==> src/hw/rtl/segr_pkg.sv <==
package segr_pkg;

    localparam int CTR_MAX_W  = 6;
    localparam int LEN_W      = 10;
    localparam int CAP_W      = 10;
    localparam int TMO_W      = 16;
    localparam int IDX_W      = 9;
    localparam int BYTE_W     = 8;
    localparam int CFG_IDX_W  = 1;
    localparam int CFG_DATA_W = 16;
    localparam int Q_DEPTH    = 4;

    localparam int DEF_BUFFER_DEPTH    = 512;
    localparam int DEF_COUNTER_MODULUS = 64;
    localparam int DEF_COUNTER_WIDTH   = 6;
    localparam int DEF_FIRST_FLAG_BIT  = 7;
    localparam int DEF_LAST_FLAG_BIT   = 6;

    localparam logic [CAP_W-1:0] CAP_RESET = 10'd512;
    localparam logic [TMO_W-1:0] TMO_RESET = 16'd1000;

    localparam logic [CFG_IDX_W-1:0] CFG_CAPACITY = 1'd0;
    localparam logic [CFG_IDX_W-1:0] CFG_TIMEOUT  = 1'd1;

    typedef enum logic [1:0] {
        OP_BYTE  = 2'd0,
        OP_EMPTY = 2'd1,
        OP_TICK  = 2'd2,
        OP_READ  = 2'd3
    } t_op;

    // ST_FRAGMENT doubles as the "segment still good" verdict
    typedef enum logic [2:0] {
        ST_FRAGMENT = 3'd0,
        ST_COMPLETE = 3'd1,
        ST_LENGTH   = 3'd2,
        ST_OVERFLOW = 3'd3,
        ST_ORPHAN   = 3'd4,
        ST_TIMEOUT  = 3'd5,
        ST_COUNTER  = 3'd6
    } t_status;

    typedef enum logic {
        KIND_STATUS = 1'b0,
        KIND_READ   = 1'b1
    } t_kind;

    // one request from the front to the back
    typedef struct packed {
        logic              wr_en;
        logic [BYTE_W-1:0] wr_data;
        logic              has_out;
        t_kind             kind;
        t_status           status;
        logic [LEN_W-1:0]  length;
        logic              rd_hit;
    } t_cmd;

endpackage

==> src/hw/rtl/segr_queue.sv <==
module segr_queue import segr_pkg::*; #(
    parameter int AW    = $clog2(DEF_BUFFER_DEPTH),
    parameter int DEPTH = Q_DEPTH
) (
    input  logic          i_clk,
    input  logic          i_rst_n,
    input  logic          i_push,
    input  t_cmd          i_cmd,
    input  logic [AW-1:0] i_addr,
    output logic          o_not_full,
    output logic          o_valid,
    input  logic          i_pop,
    output t_cmd          o_cmd,
    output logic [AW-1:0] o_addr
);

    localparam int PTR_W = (DEPTH > 1) ? $clog2(DEPTH) : 1;
    localparam int CNT_W = $clog2(DEPTH + 1);

    t_cmd          r_cmd  [DEPTH];
    logic [AW-1:0] r_addr [DEPTH];
    logic [PTR_W-1:0] r_wr_ptr, r_rd_ptr;
    logic [CNT_W-1:0] r_count;
    logic do_push, do_pop;

    assign o_not_full = (r_count != CNT_W'(DEPTH));
    assign o_valid    = (r_count != '0);
    assign do_push    = i_push && o_not_full;
    assign do_pop     = i_pop && o_valid;
    assign o_cmd      = r_cmd[r_rd_ptr];
    assign o_addr     = r_addr[r_rd_ptr];

    always_ff @(posedge i_clk) begin
        if (do_push) begin
            r_cmd[r_wr_ptr]  <= i_cmd;
            r_addr[r_wr_ptr] <= i_addr;
        end
    end

    always_ff @(posedge i_clk) begin
        if (!i_rst_n) begin
            r_wr_ptr <= '0;
            r_rd_ptr <= '0;
            r_count  <= '0;
        end else begin
            if (do_push) begin
                r_wr_ptr <= (r_wr_ptr == PTR_W'(DEPTH - 1)) ? '0 : r_wr_ptr + 1'b1;
            end
            if (do_pop) begin
                r_rd_ptr <= (r_rd_ptr == PTR_W'(DEPTH - 1)) ? '0 : r_rd_ptr + 1'b1;
            end
            r_count <= r_count + CNT_W'(do_push) - CNT_W'(do_pop);
        end
    end

endmodule

==> config.mk <==
export PLATFORM = sky130hd
export DESIGN_NAME = segr_queue
export DESIGN_NICKNAME = d
export VERILOG_FILES = /design/src/hw/rtl/segr_pkg.sv /design/src/hw/rtl/segr_queue.sv
export SDC_FILE = /design/constraint.sdc
export NUM_CORES = 1
export LEC_CHECK = 0
export CAP_MARGIN = 20
export CELL_PAD_IN_SITES_DETAIL_PLACEMENT = 0
export CELL_PAD_IN_SITES_GLOBAL_PLACEMENT = 1
export CORE_MARGIN = 2
export CORE_UTILIZATION = 54
export DETAILED_ROUTE_END_ITERATION = 10
export DONT_BUFFER_PORTS = 1
export GPL_ROUTABILITY_DRIVEN = 0
export GPL_TIMING_DRIVEN = 0
export PLACE_DENSITY = 0.85
export SETUP_SLACK_MARGIN = 0.15
export SYNTH_ARGS = -nofsm -noshare
export SYNTH_HDL_FRONTEND = slang
export SYNTH_SLANG_ARGS = --single-unit
==> constraint.sdc <==
create_clock -name i_clk -period 3.3 [get_ports i_clk]
set_input_delay 0.33 -clock i_clk [delete_from_list [all_inputs] [get_ports i_clk]]
set_output_delay 0.33 -clock i_clk [all_outputs]
set_load 0.01 [all_outputs]
==> results of run 1 <==
sequential cells by signal (all words and copies together) (netlist names), named ones only:
signal    count
r_wr_ptr      2
r_count       3
r_addr       36
r_rd_ptr      2
r_cmd       100
synthesized netlist by cell type:
cell type	instances	area share
nor2b_1	1	0.0012
fa_1	1	0.0037
or3_2	1	0.0014
buf_2	2	0.0019
mux2i_1	1	0.0019
inv_1	6	0.0042
nand4_1	1	0.0012
xnor2_1	2	0.0033
edfxtp_1	136	0.76
nand2_1	5	0.0035
o21ai_0	2	0.0019
and2_4	1	0.0016
o21ai_1	1	0.00093
and3_1	1	0.0012
ha_1	7	0.016
and3_2	3	0.0042
o31ai_1	1	0.0014
nor2_1	2	0.0014
or3b_1	1	0.0016
dfxtp_1	9	0.033
buf_6	1	0.0021
and2_1	2	0.0023
nand3_1	2	0.0019
buf_4	3	0.0042
mux4_2	34	0.14
clkbuf_1	4	0.0028
power by group through the flow:
stage               Clock, W  Combinational (W)  Sequential, W
CTS                  0.00178           0.000942        0.00230
global placement           0           0.000863        0.00232
global route         0.00186           0.000995        0.00231
floorplan                  0           0.000711        0.00231
finish               0.00174           0.000915        0.00230
detailed placement         0           0.000883        0.00233
per-stage QoR:
stage / worst slack, ns / util
after floorplan: 0.933 / -
after global placement: 0.682 / 0.570
after detailed placement: 0.784 / 0.573
after CTS: 0.763 / 0.665
after global routing: 0.622 / 0.665
final: 0.788 / 0.665
metal layers:
metal,wire (um),track usage,part of all wire
met3,476,0.0771,0.052
met1,3690,0.218,0.40
met2,4840,0.312,0.53
met5,0,0,0
met4,155,0.0869,0.017
path summary, 6_finish.rpt:
check	to	slack, ns
worst max-delay path	r_count[2]	0.79
worst min-delay path	r_wr_ptr[1]	0.05
worst max register to register	r_count[2]	0.79
worst min register to register	r_wr_ptr[1]	0.50
critical path: cells and delay by family (launching register included):
family	cells	cell delay [ns]
xor+xnor	2	0.27
fa+ha+maj	3	0.73
buf+inv	4	0.31
flops	1	0.36
simple gates	3	0.73
what timing repair did:
item,in CTS,in global routing
hold buffers,36,0
endpoints found under the hold margin,137,0
setup buffers,0,0
endpoints found under the setup margin,0,0
gates resized for setup,0,0
cell type report:
| type | instances | share of cell area |
|---|---|---|
| tap | 133 | 0.0257 |
| inverter | 6 | 0.00348 |
| buffer | 10 | 0.00909 |
| clock inverter | 12 | 0.0184 |
| clock buffer | 19 | 0.0651 |
| timing repair buffer | 37 | 0.0588 |
| sequential | 145 | 0.659 |
| multi-input combinational | 69 | 0.161 |
kinds of logic (layout without fill, tap and decap cells):
group | count (synthesis) | in the layout | synth area share
AO/OA/AOI/OAI | 4 | 4 | 0.00418
XOR/XNOR | 2 | 2 | 0.00325
adder cells (fa/ha/maj) | 8 | 8 | 0.0200
buffers and inverters | 16 | 84 | 0.0151
flip-flops | 145 | 145 | 0.792
multiplexers | 35 | 35 | 0.144
AND/OR/NAND/NOR | 20 | 20 | 0.0214
==> flow_metrics.py, run 1 <==
metrics = {
    "run_status": {
        "status": "complete, no violations",
    },
    "grt": {
        "grt_usage": 0.189,
        "grt_pass1_wl_um": 14500,
        "grt_max_degree": 35,
        "overflow": 0,
        "antenna_found_initial": 0,
        "grt_pass1_vias": 2588,
    },
    "detailed_routing": {
        "drt_iter0_markers": 84,
        "drc": 0,
        "detail-route-antenna-nets": 0,
        "wire_per_inst_um": 21.2,
        "routed_wl_um": 9150,
        "first_pass_iters": 6,
        "vias": 2373,
        "viasPerCell": 5.51,
    },
    "synth": {
        "synth_area_um2": 5380,
        "synth_fp_nets": 276,
        "ys_types": 26,
        "yosysSeqAreaShare": 0.792,
        "synthCells": 230,
        "ys_ff_latch": 145,
        "syn_area_per_cell_um2": 23.4,
        "synth_warnings": 0,
    },
    "pwr": {
        "comb_power_share": 0.185,
        "p_seq_frac": 0.464,
        "vdd_drop_max_v": 0.000521,
        "p_leak_nw": 2.10,
        "internal-power_w": 0.00371,
        "p_switching_w": 0.00125,
        "p_total_w": 0.00495,
        "pwr-share-clk": 0.352,
        "p_per_area_nw_per_um2": 765,
        "switching_share": 0.252,
    },
    "worst_setup_path": {
        "rr_startpoint": "r_count[1]",
        "cp.arrival_ns": 2.93,
        "worst_r2r_path_depth": 12,
        "crit_fanout": 7,
        "startpoint": "r_count[1]",
        "max_stage_delay_ns": 0.42,
        "path_common_cell": "inv_1",
        "cp.required_ns": 3.72,
        "path_class": "flip-flop to flip-flop",
        "end_kind": "flip-flop",
        "cp-start-kind": "flip-flop",
        "slowest_stage": "or3b_1",
        "path_cells": "or3b_1 > buf_6 > and2_4 > inv_1 > ha_1 > inv_1 > ha_1 > inv_1 > fa_1 > xnor2_1 > xnor2_1 > and2_1",
    },
    "placement": {
        "dpl.hpwl_um": 5220,
        "placed_area_um2": 5570,
        "dp_cells": 364,
        "port_buffers": 0,
    },
    "cells_and_area": {
        "n_antenna_cell": 0,
        "instances_no_fill": 431,
        "layout-drive-gt1-share": 0.242,
        "layout_common_cells": "edfxtp_1 (136), dlygate4sd3_1 (36), mux4_2 (34)",
        "final-seq-area_um2": 4260,
        "final_common_cell": "edfxtp_1",
        "final_nets": 332,
        "design_area_um2": 6470,
        "area_delta_synth_final_pct": 20.2,
        "multi_input_area_um2": 1040,
        "fill_cells": 661,
    },
    "sta": {
        "setup_tns_ns": 0,
        "fin_crit_ns": 2.51,
        "slew_viol_final": 0,
        "finClkSkew_ns": 0.00823,
        "max_freq_mhz": 398,
        "max_slew_margin": 0.392,
        "finalSetupViolCount": 0,
        "hold_slack_ns": 0.0506,
        "hold_viol": 0,
        "rsz0062_at_grt": "no",
        "post-route-period-util": 0.761,
        "worst_slew_pin_slew_ns": 0.913,
    },
    "clocking": {
        "numClockSinks": 145,
        "clk_latency_ns": 0.53,
        "cts-root-buf": "clkbuf_8",
        "htreeDepth": 4,
        "clock_tree.buffer_depth": 2,
        "cts.reportedPaths.clkPinSlew_ns": 0.06,
        "cts_tree": "done",
        "cts_made_buffers": 17,
    },
    "floorplanning": {
        "chipHeight_um": 104,
        "start_util": 0.553,
        "row_count": 36,
        "dieArea_um2": 10800,
        "io_pins": 74,
        "core_um2": 9730,
        "die_w_um": 104,
    },
    "worst_hold_path": {
        "hp-class": "primary input to flip-flop",
        "hold_depth": 2,
        "min_from": "i_push",
    },
    "run": {
        "drv_cap": 0,
    },
}
(Power assumes the default switching activity.)
==> run 2, diff against run 1 <==
==> constraint.sdc (replaced) <==
create_clock -name i_clk -period 2.6 [get_ports i_clk]
set_input_delay 0.26 -clock i_clk [delete_from_list [all_inputs] [get_ports i_clk]]
set_output_delay 0.26 -clock i_clk [all_outputs]
set_load 0.01 [all_outputs]
==> run 2 against run 1 <==
Compared with the run above:
- clock-buffer cell count did not move
- sequential cell count did not move
- register-to-register slack lost 0.62 ns
- sequential share of layout area decreased by 1.1 points
- die area unchanged
- clock skew decreased by 0.00095 ns
- critical path depth is the same
- final area grew 2.0%
- first-iteration DRC count grew 11%
- non-clock buffer count increased by 8
- core utilization increased by 1.3 points
- largest cell class unchanged
==> flow_metrics.py, run 2 (same netlist as run 1, synthesis figures left out) <==
metrics = {
    "run_status": {
        "status": "complete, no violations",
    },
    "grt": {
        "grt_pass1_vias": 2604,
        "grt_use_met3": 0.0764,
        "grt_pass1_wl_um": 14500,
        "grt.busiest_layer": "met2",
        "grt_max_degree": 35,
        "antenna_found_initial": 0,
        "overflow": 0,
        "use_met1": 0.217,
        "grtUsageMet2": 0.314,
        "grt_usage": 0.190,
    },
    "sta": {
        "rsz0062_at_grt": "yes",
        "finClkSkew_ns": 0.00727,
        "max_slew_margin": 0.388,
        "setup_tns_ns": 0,
        "worst_slew_pin_slew_ns": 0.918,
        "fin_crit_ns": 2.43,
        "slew_viol_final": 0,
        "max_freq_mhz": 411,
        "post-route-period-util": 0.935,
        "hold_viol": 0,
        "finalSetupViolCount": 0,
    },
    "pwr": {
        "p_per_area_nw_per_um2": 972,
        "p_seq_frac": 0.454,
        "internal-power_w": 0.00478,
        "p_switching_w": 0.00164,
        "comb_power_share": 0.200,
        "vdd_drop_max_v": 0.000670,
        "p_leak_nw": 2.15,
        "pwr-share-clk": 0.345,
        "switching_share": 0.255,
        "p_total_w": 0.00642,
    },
    "clocking": {
        "clock_tree.buffer_depth": 2,
        "cts_tree": "done",
        "cts.reportedPaths.clkPinSlew_ns": 0.06,
        "htreeDepth": 4,
        "cts-root-buf": "clkbuf_8",
        "numClockSinks": 145,
        "cts_made_buffers": 17,
        "clk_latency_ns": 0.53,
    },
    "floorplanning": {
        "io_pins": 74,
        "die_w_um": 104,
        "core_um2": 9730,
        "start_util": 0.553,
        "row_count": 36,
        "chipHeight_um": 104,
        "dieArea_um2": 10800,
    },
    "detailed_routing": {
        "vias": 2410,
        "detail-route-antenna-nets": 0,
        "drt_iter0_markers": 93,
        "viasPerCell": 5.49,
        "first_pass_iters": 6,
        "routed_wl_um": 9360,
        "drc": 0,
        "wire_per_inst_um": 21.3,
    },
    "cells_and_area": {
        "layout_common_cells": "edfxtp_1 (136), dlygate4sd3_1 (38), mux4_2 (34)",
        "instances_no_fill": 439,
        "layout-drive-gt1-share": 0.294,
        "area_delta_synth_final_pct": 22.6,
        "final_nets": 340,
        "top_register": "r_cmd",
        "n_antenna_cell": 0,
        "top_regs": "r_cmd x100, r_addr x36, r_count x3",
        "finish.utilization": 0.679,
        "fill_cells": 653,
        "final_common_cell": "edfxtp_1",
        "largest_register_ffs": 100,
    },
    "worst_setup_path": {
        "path_class": "flip-flop to flip-flop",
        "path_cells": "or3b_4 > buf_6 > and2_4 > inv_4 > ha_4 > inv_2 > ha_4 > inv_2 > fa_2 > xnor2_2 > xnor2_1 > and2_1",
        "crit_fanout": 7,
        "slowest_stage": "fa_2",
        "end_kind": "flip-flop",
        "max_stage_delay_ns": 0.40,
        "cp.required_ns": 3.02,
        "cp.arrival_ns": 2.85,
        "cp-start-kind": "flip-flop",
    },
    "run": {
        "drv_cap": 0,
    },
    "placement": {
        "dpl.hpwl_um": 5220,
        "dp_cells": 364,
        "port_buffers": 0,
    },
    "worst_hold_path": {
        "hp-class": "primary input to flip-flop",
    },
}
==> run 2: cell types whose count changed in the layout (fill, tap and decap cells not counted), moves of 2 or more <==
cell	previous run	this run
buf_4	3	9
dfxtp_1	9	6
dfxtp_4	0	3
dlygate4sd3_1	36	38
ha_1	7	5
ha_4	0	2
inv_1	6	3
inv_2	0	2
==> run 2: worst max-delay path: cells and delay by family (launching register included) <==
kind / cells / cell delay, ns
buf+inv: 4 / 0.30
flops: 1 / 0.34
fa+ha+maj: 3 / 0.71
xor+xnor: 2 / 0.27
simple gates: 3 / 0.69
==> run 2: cell type report <==
class	count	area, um^2	area share
buffer	10	58.8	0.00891
clock buffer	19	422	0.0639
clock inverter	12	119	0.0180
inverter	6	25.0	0.00379
multi-input combinational	69	1090	0.165
sequential	145	4280	0.648
tap	133	166	0.0252
timing repair buffer	45	445	0.0675
==> run 2: metal layers <==
| metal | vias to the layer above | share of wire |
|---|---|---|
| li1 | 1083 | - |
| met2 | 68 | 0.53 |
| met5 | - | 0 |
| met4 | 0 | 0.019 |
| met1 | 1244 | 0.40 |
| met3 | 15 | 0.053 |
==> run 2: what timing repair did <==
item                       CTS  global route
pin swaps                    0             5
setup endpoints to repair    1             1
resized for setup            5            13
buffers inserted             0             6
hold endpoints to repair   138             4
gates cloned                 0             0
hold buffers                37             1
==> run 2: final timing paths <==
path                from     endpoint  slack [ns]  depth (start not counted)
max           r_count[0]   r_count[2]        0.17                         12
min              i_rst_n  r_wr_ptr[1]        0.15                          3
max reg2reg   r_count[0]   r_count[2]        0.17                         12
min reg2reg  r_wr_ptr[1]  r_wr_ptr[1]        0.50                          2
==> run 2: per-stage QoR <==
stage          hold WS [ns]  worst slack (ns)  area (um^2)
2_1_floorplan         0.359             0.233         5380
3_3_place_gp          0.359           -0.0184         5550
3_5_place_dp          0.359            0.0836         5570
4_1_cts              0.0367             0.162         6490
5_1_grt               0.168            0.0767         6600
6_report              0.146             0.168         6600
==> run 2: power groups by stage <==
stage | Combinational [W] | Clock (W) | Sequential [W]
4_1_cts | 0.00120 | 0.00225 | 0.00292
3_5_place_dp | 0.00112 | 0 | 0.00296
2_1_floorplan | 0.000902 | 0 | 0.00293
3_3_place_gp | 0.00110 | 0 | 0.00295
6_report | 0.00129 | 0.00222 | 0.00292
5_1_grt | 0.00139 | 0.00236 | 0.00294
==> run 3, diff against run 2 <==
--- a/config.mk
+++ b/config.mk
@@ -5,10 +5,9 @@
 export SDC_FILE = /design/constraint.sdc
 export NUM_CORES = 1
 export LEC_CHECK = 0
-export CAP_MARGIN = 20
 export CELL_PAD_IN_SITES_DETAIL_PLACEMENT = 0
 export CELL_PAD_IN_SITES_GLOBAL_PLACEMENT = 1
-export CORE_MARGIN = 2
+export CORE_MARGIN = 4
 export CORE_UTILIZATION = 54
 export DETAILED_ROUTE_END_ITERATION = 10
 export DONT_BUFFER_PORTS = 1
==> run 3 against run 2 <==
Compared with the run above:
- sequential power about the same
- via count fell by 0.66%
- global-route usage is 1.8 points lower
- critical path type unchanged
==> flow_metrics.py, run 3 (same netlist as run 1, synthesis figures left out) <==
metrics = {
    "run_status": {
        "status": "complete, no violations",
    },
    "cells_and_area": {
        "n_antenna_cell": 0,
        "area_delta_synth_final_pct": 23.6,
        "layout_common_cells": "edfxtp_1 (136), dlygate4sd3_1 (36), mux4_2 (34)",
        "final_nets": 338,
        "final_common_cell": "edfxtp_1",
        "top_regs": "r_cmd x100, r_addr x36, r_count x3",
        "largest_register_ffs": 100,
        "design_area_um2": 6650,
        "top_register": "r_cmd",
        "layout-drive-gt1-share": 0.311,
        "instances_no_fill": 438,
    },
    "grt": {
        "grt_pass1_vias": 2566,
        "overflow": 0,
        "grt_usage": 0.171,
        "grt_pass1_wl_um": 14200,
        "grt_max_degree": 35,
        "antenna_found_initial": 0,
    },
    "clocking": {
        "clk_latency_ns": 0.51,
        "numClockSinks": 145,
        "cts_made_buffers": 17,
        "htreeDepth": 4,
        "clock_tree.buffer_depth": 2,
        "cts_tree": "done",
        "cts-root-buf": "clkbuf_8",
        "cts.reportedPaths.clkPinSlew_ns": 0.06,
    },
    "sta": {
        "rsz0062_at_grt": "no",
        "hold_viol": 0,
        "timing.final.ws_setup_ns": 0.202,
        "max_slew_margin": 0.377,
        "setup_tns_ns": 0,
        "slew_viol_final": 0,
        "worst_slew_pin_slew_ns": 0.935,
        "max_freq_mhz": 417,
        "finalSetupViolCount": 0,
        "finClkSkew_ns": 0.00886,
        "fin_crit_ns": 2.40,
        "post-route-period-util": 0.922,
    },
    "worst_setup_path": {
        "path_class": "flip-flop to flip-flop",
        "path_cells": "or3b_4 > buf_6 > and2_4 > inv_2 > ha_4 > inv_2 > ha_4 > inv_2 > fa_2 > xnor2_2 > xnor2_1 > and2_1",
        "cp.required_ns": 3.00,
        "end_kind": "flip-flop",
        "critPathTopFamily": "adder cells",
        "crit_fanout": 7,
        "r2r_slack_ns": 0.20,
        "path_depth": 12,
        "max_stage_delay_ns": 0.39,
        "cp.arrival_ns": 2.80,
        "worst_r2r_path_depth": 12,
        "cp-start-kind": "flip-flop",
        "crit_buf_inv": 4,
        "rr_startpoint": "r_count[2]",
        "startpoint": "r_count[2]",
        "slowest_stage": "fa_2",
        "path_common_cell": "inv_2",
    },
    "detailed_routing": {
        "viasPerCell": 5.47,
        "detail-route-antenna-nets": 0,
        "routed_wl_um": 9170,
        "first_pass_iters": 4,
        "drt_iter0_markers": 101,
        "vias": 2394,
        "wire_per_inst_um": 20.9,
        "drc": 0,
    },
    "pwr": {
        "p_per_area_nw_per_um2": 1000,
        "p_leak_nw": 2.19,
        "p_total_w": 0.00668,
        "vdd_drop_max_v": 0.000486,
    },
    "floorplanning": {
        "row_count": 36,
        "chipHeight_um": 108,
        "start_util": 0.553,
        "dieArea_um2": 11600,
        "core_um2": 9730,
        "io_pins": 74,
        "die_w_um": 108,
    },
    "worst_hold_path": {
        "hp-class": "primary input to flip-flop",
        "min_from": "i_pop",
        "hold_depth": 2,
    },
    "placement": {
        "dpl.hpwl_um": 5380,
        "port_buffers": 0,
        "dp_cells": 364,
        "post-place-ws_ns": 0.154,
        "placed_area_um2": 5580,
    },
    "run": {
        "drv_cap": 0,
    },
}
==> run 3: changes by cell type in the layout (fill, tap and decap cells not counted), moves of 2 or more <==
cell,previous run,this run
inv_6,0,5
clkinv_4,1,3
dlygate4sd3_1,38,36
dfxtp_2,0,2
clkinv_1,4,1
bufinv_16,2,4
dfxtp_4,3,1
clkinvlp_4,4,1
==> run 3: per-layer routing <==
layer	wire length [um]	global-route usage
met5	0	0
met4	150	0.0757
met3	511	0.0582
met2	4760	0.277
met1	3740	0.212
==> run 3: stage by stage <==
| stage | util | hold WS, ns |
|---|---|---|
| finish | 0.684 | 0.0199 |
| global route | 0.684 | 0.0164 |
| CTS | 0.674 | 0.0324 |
| detailed placement | 0.573 | 0.359 |
| global placement | 0.570 | 0.359 |
| floorplan | - | 0.359 |
==> run 3: worst paths after layout <==
check / end
worst min-delay path: flip-flop
worst max register to register: r_count[2]
worst max-delay path: r_count[2]
worst min register to register: r_wr_ptr[1]
==> run 3: power breakdown <==
| part | switching, W | total (W) | leakage [nW] | internal, W |
|---|---|---|---|---|
| clock | 0.000935 | 0.00251 | 0.299 | 0.00157 |
| sequential | 0.0000673 | 0.00291 | 1.32 | 0.00284 |
| combinational | 0.000678 | 0.00127 | 0.567 | 0.000592 |
==> run 3: final cells by class <==
cell class                      instances  area [um^2]
Multi-Input combinational cell         69         1080
Tap cell                              133          166
Clock inverter                         14          201
Sequential cell                       145         4270
Timing Repair Buffer                   43          433
Fill cell                             648         3080
Buffer                                 10         58.8
Inverter                                6         22.5
Clock buffer                           18          418
==> run 3: what timing repair did <==
action	4_1_cts	5_1_grt
buffers inserted	0	6
endpoints found under the hold margin	138	0
cloned	0	0
endpoints found under the setup margin	1	1
hold buffers	36	0
pin swaps	0	4
gates resized for setup	1	13
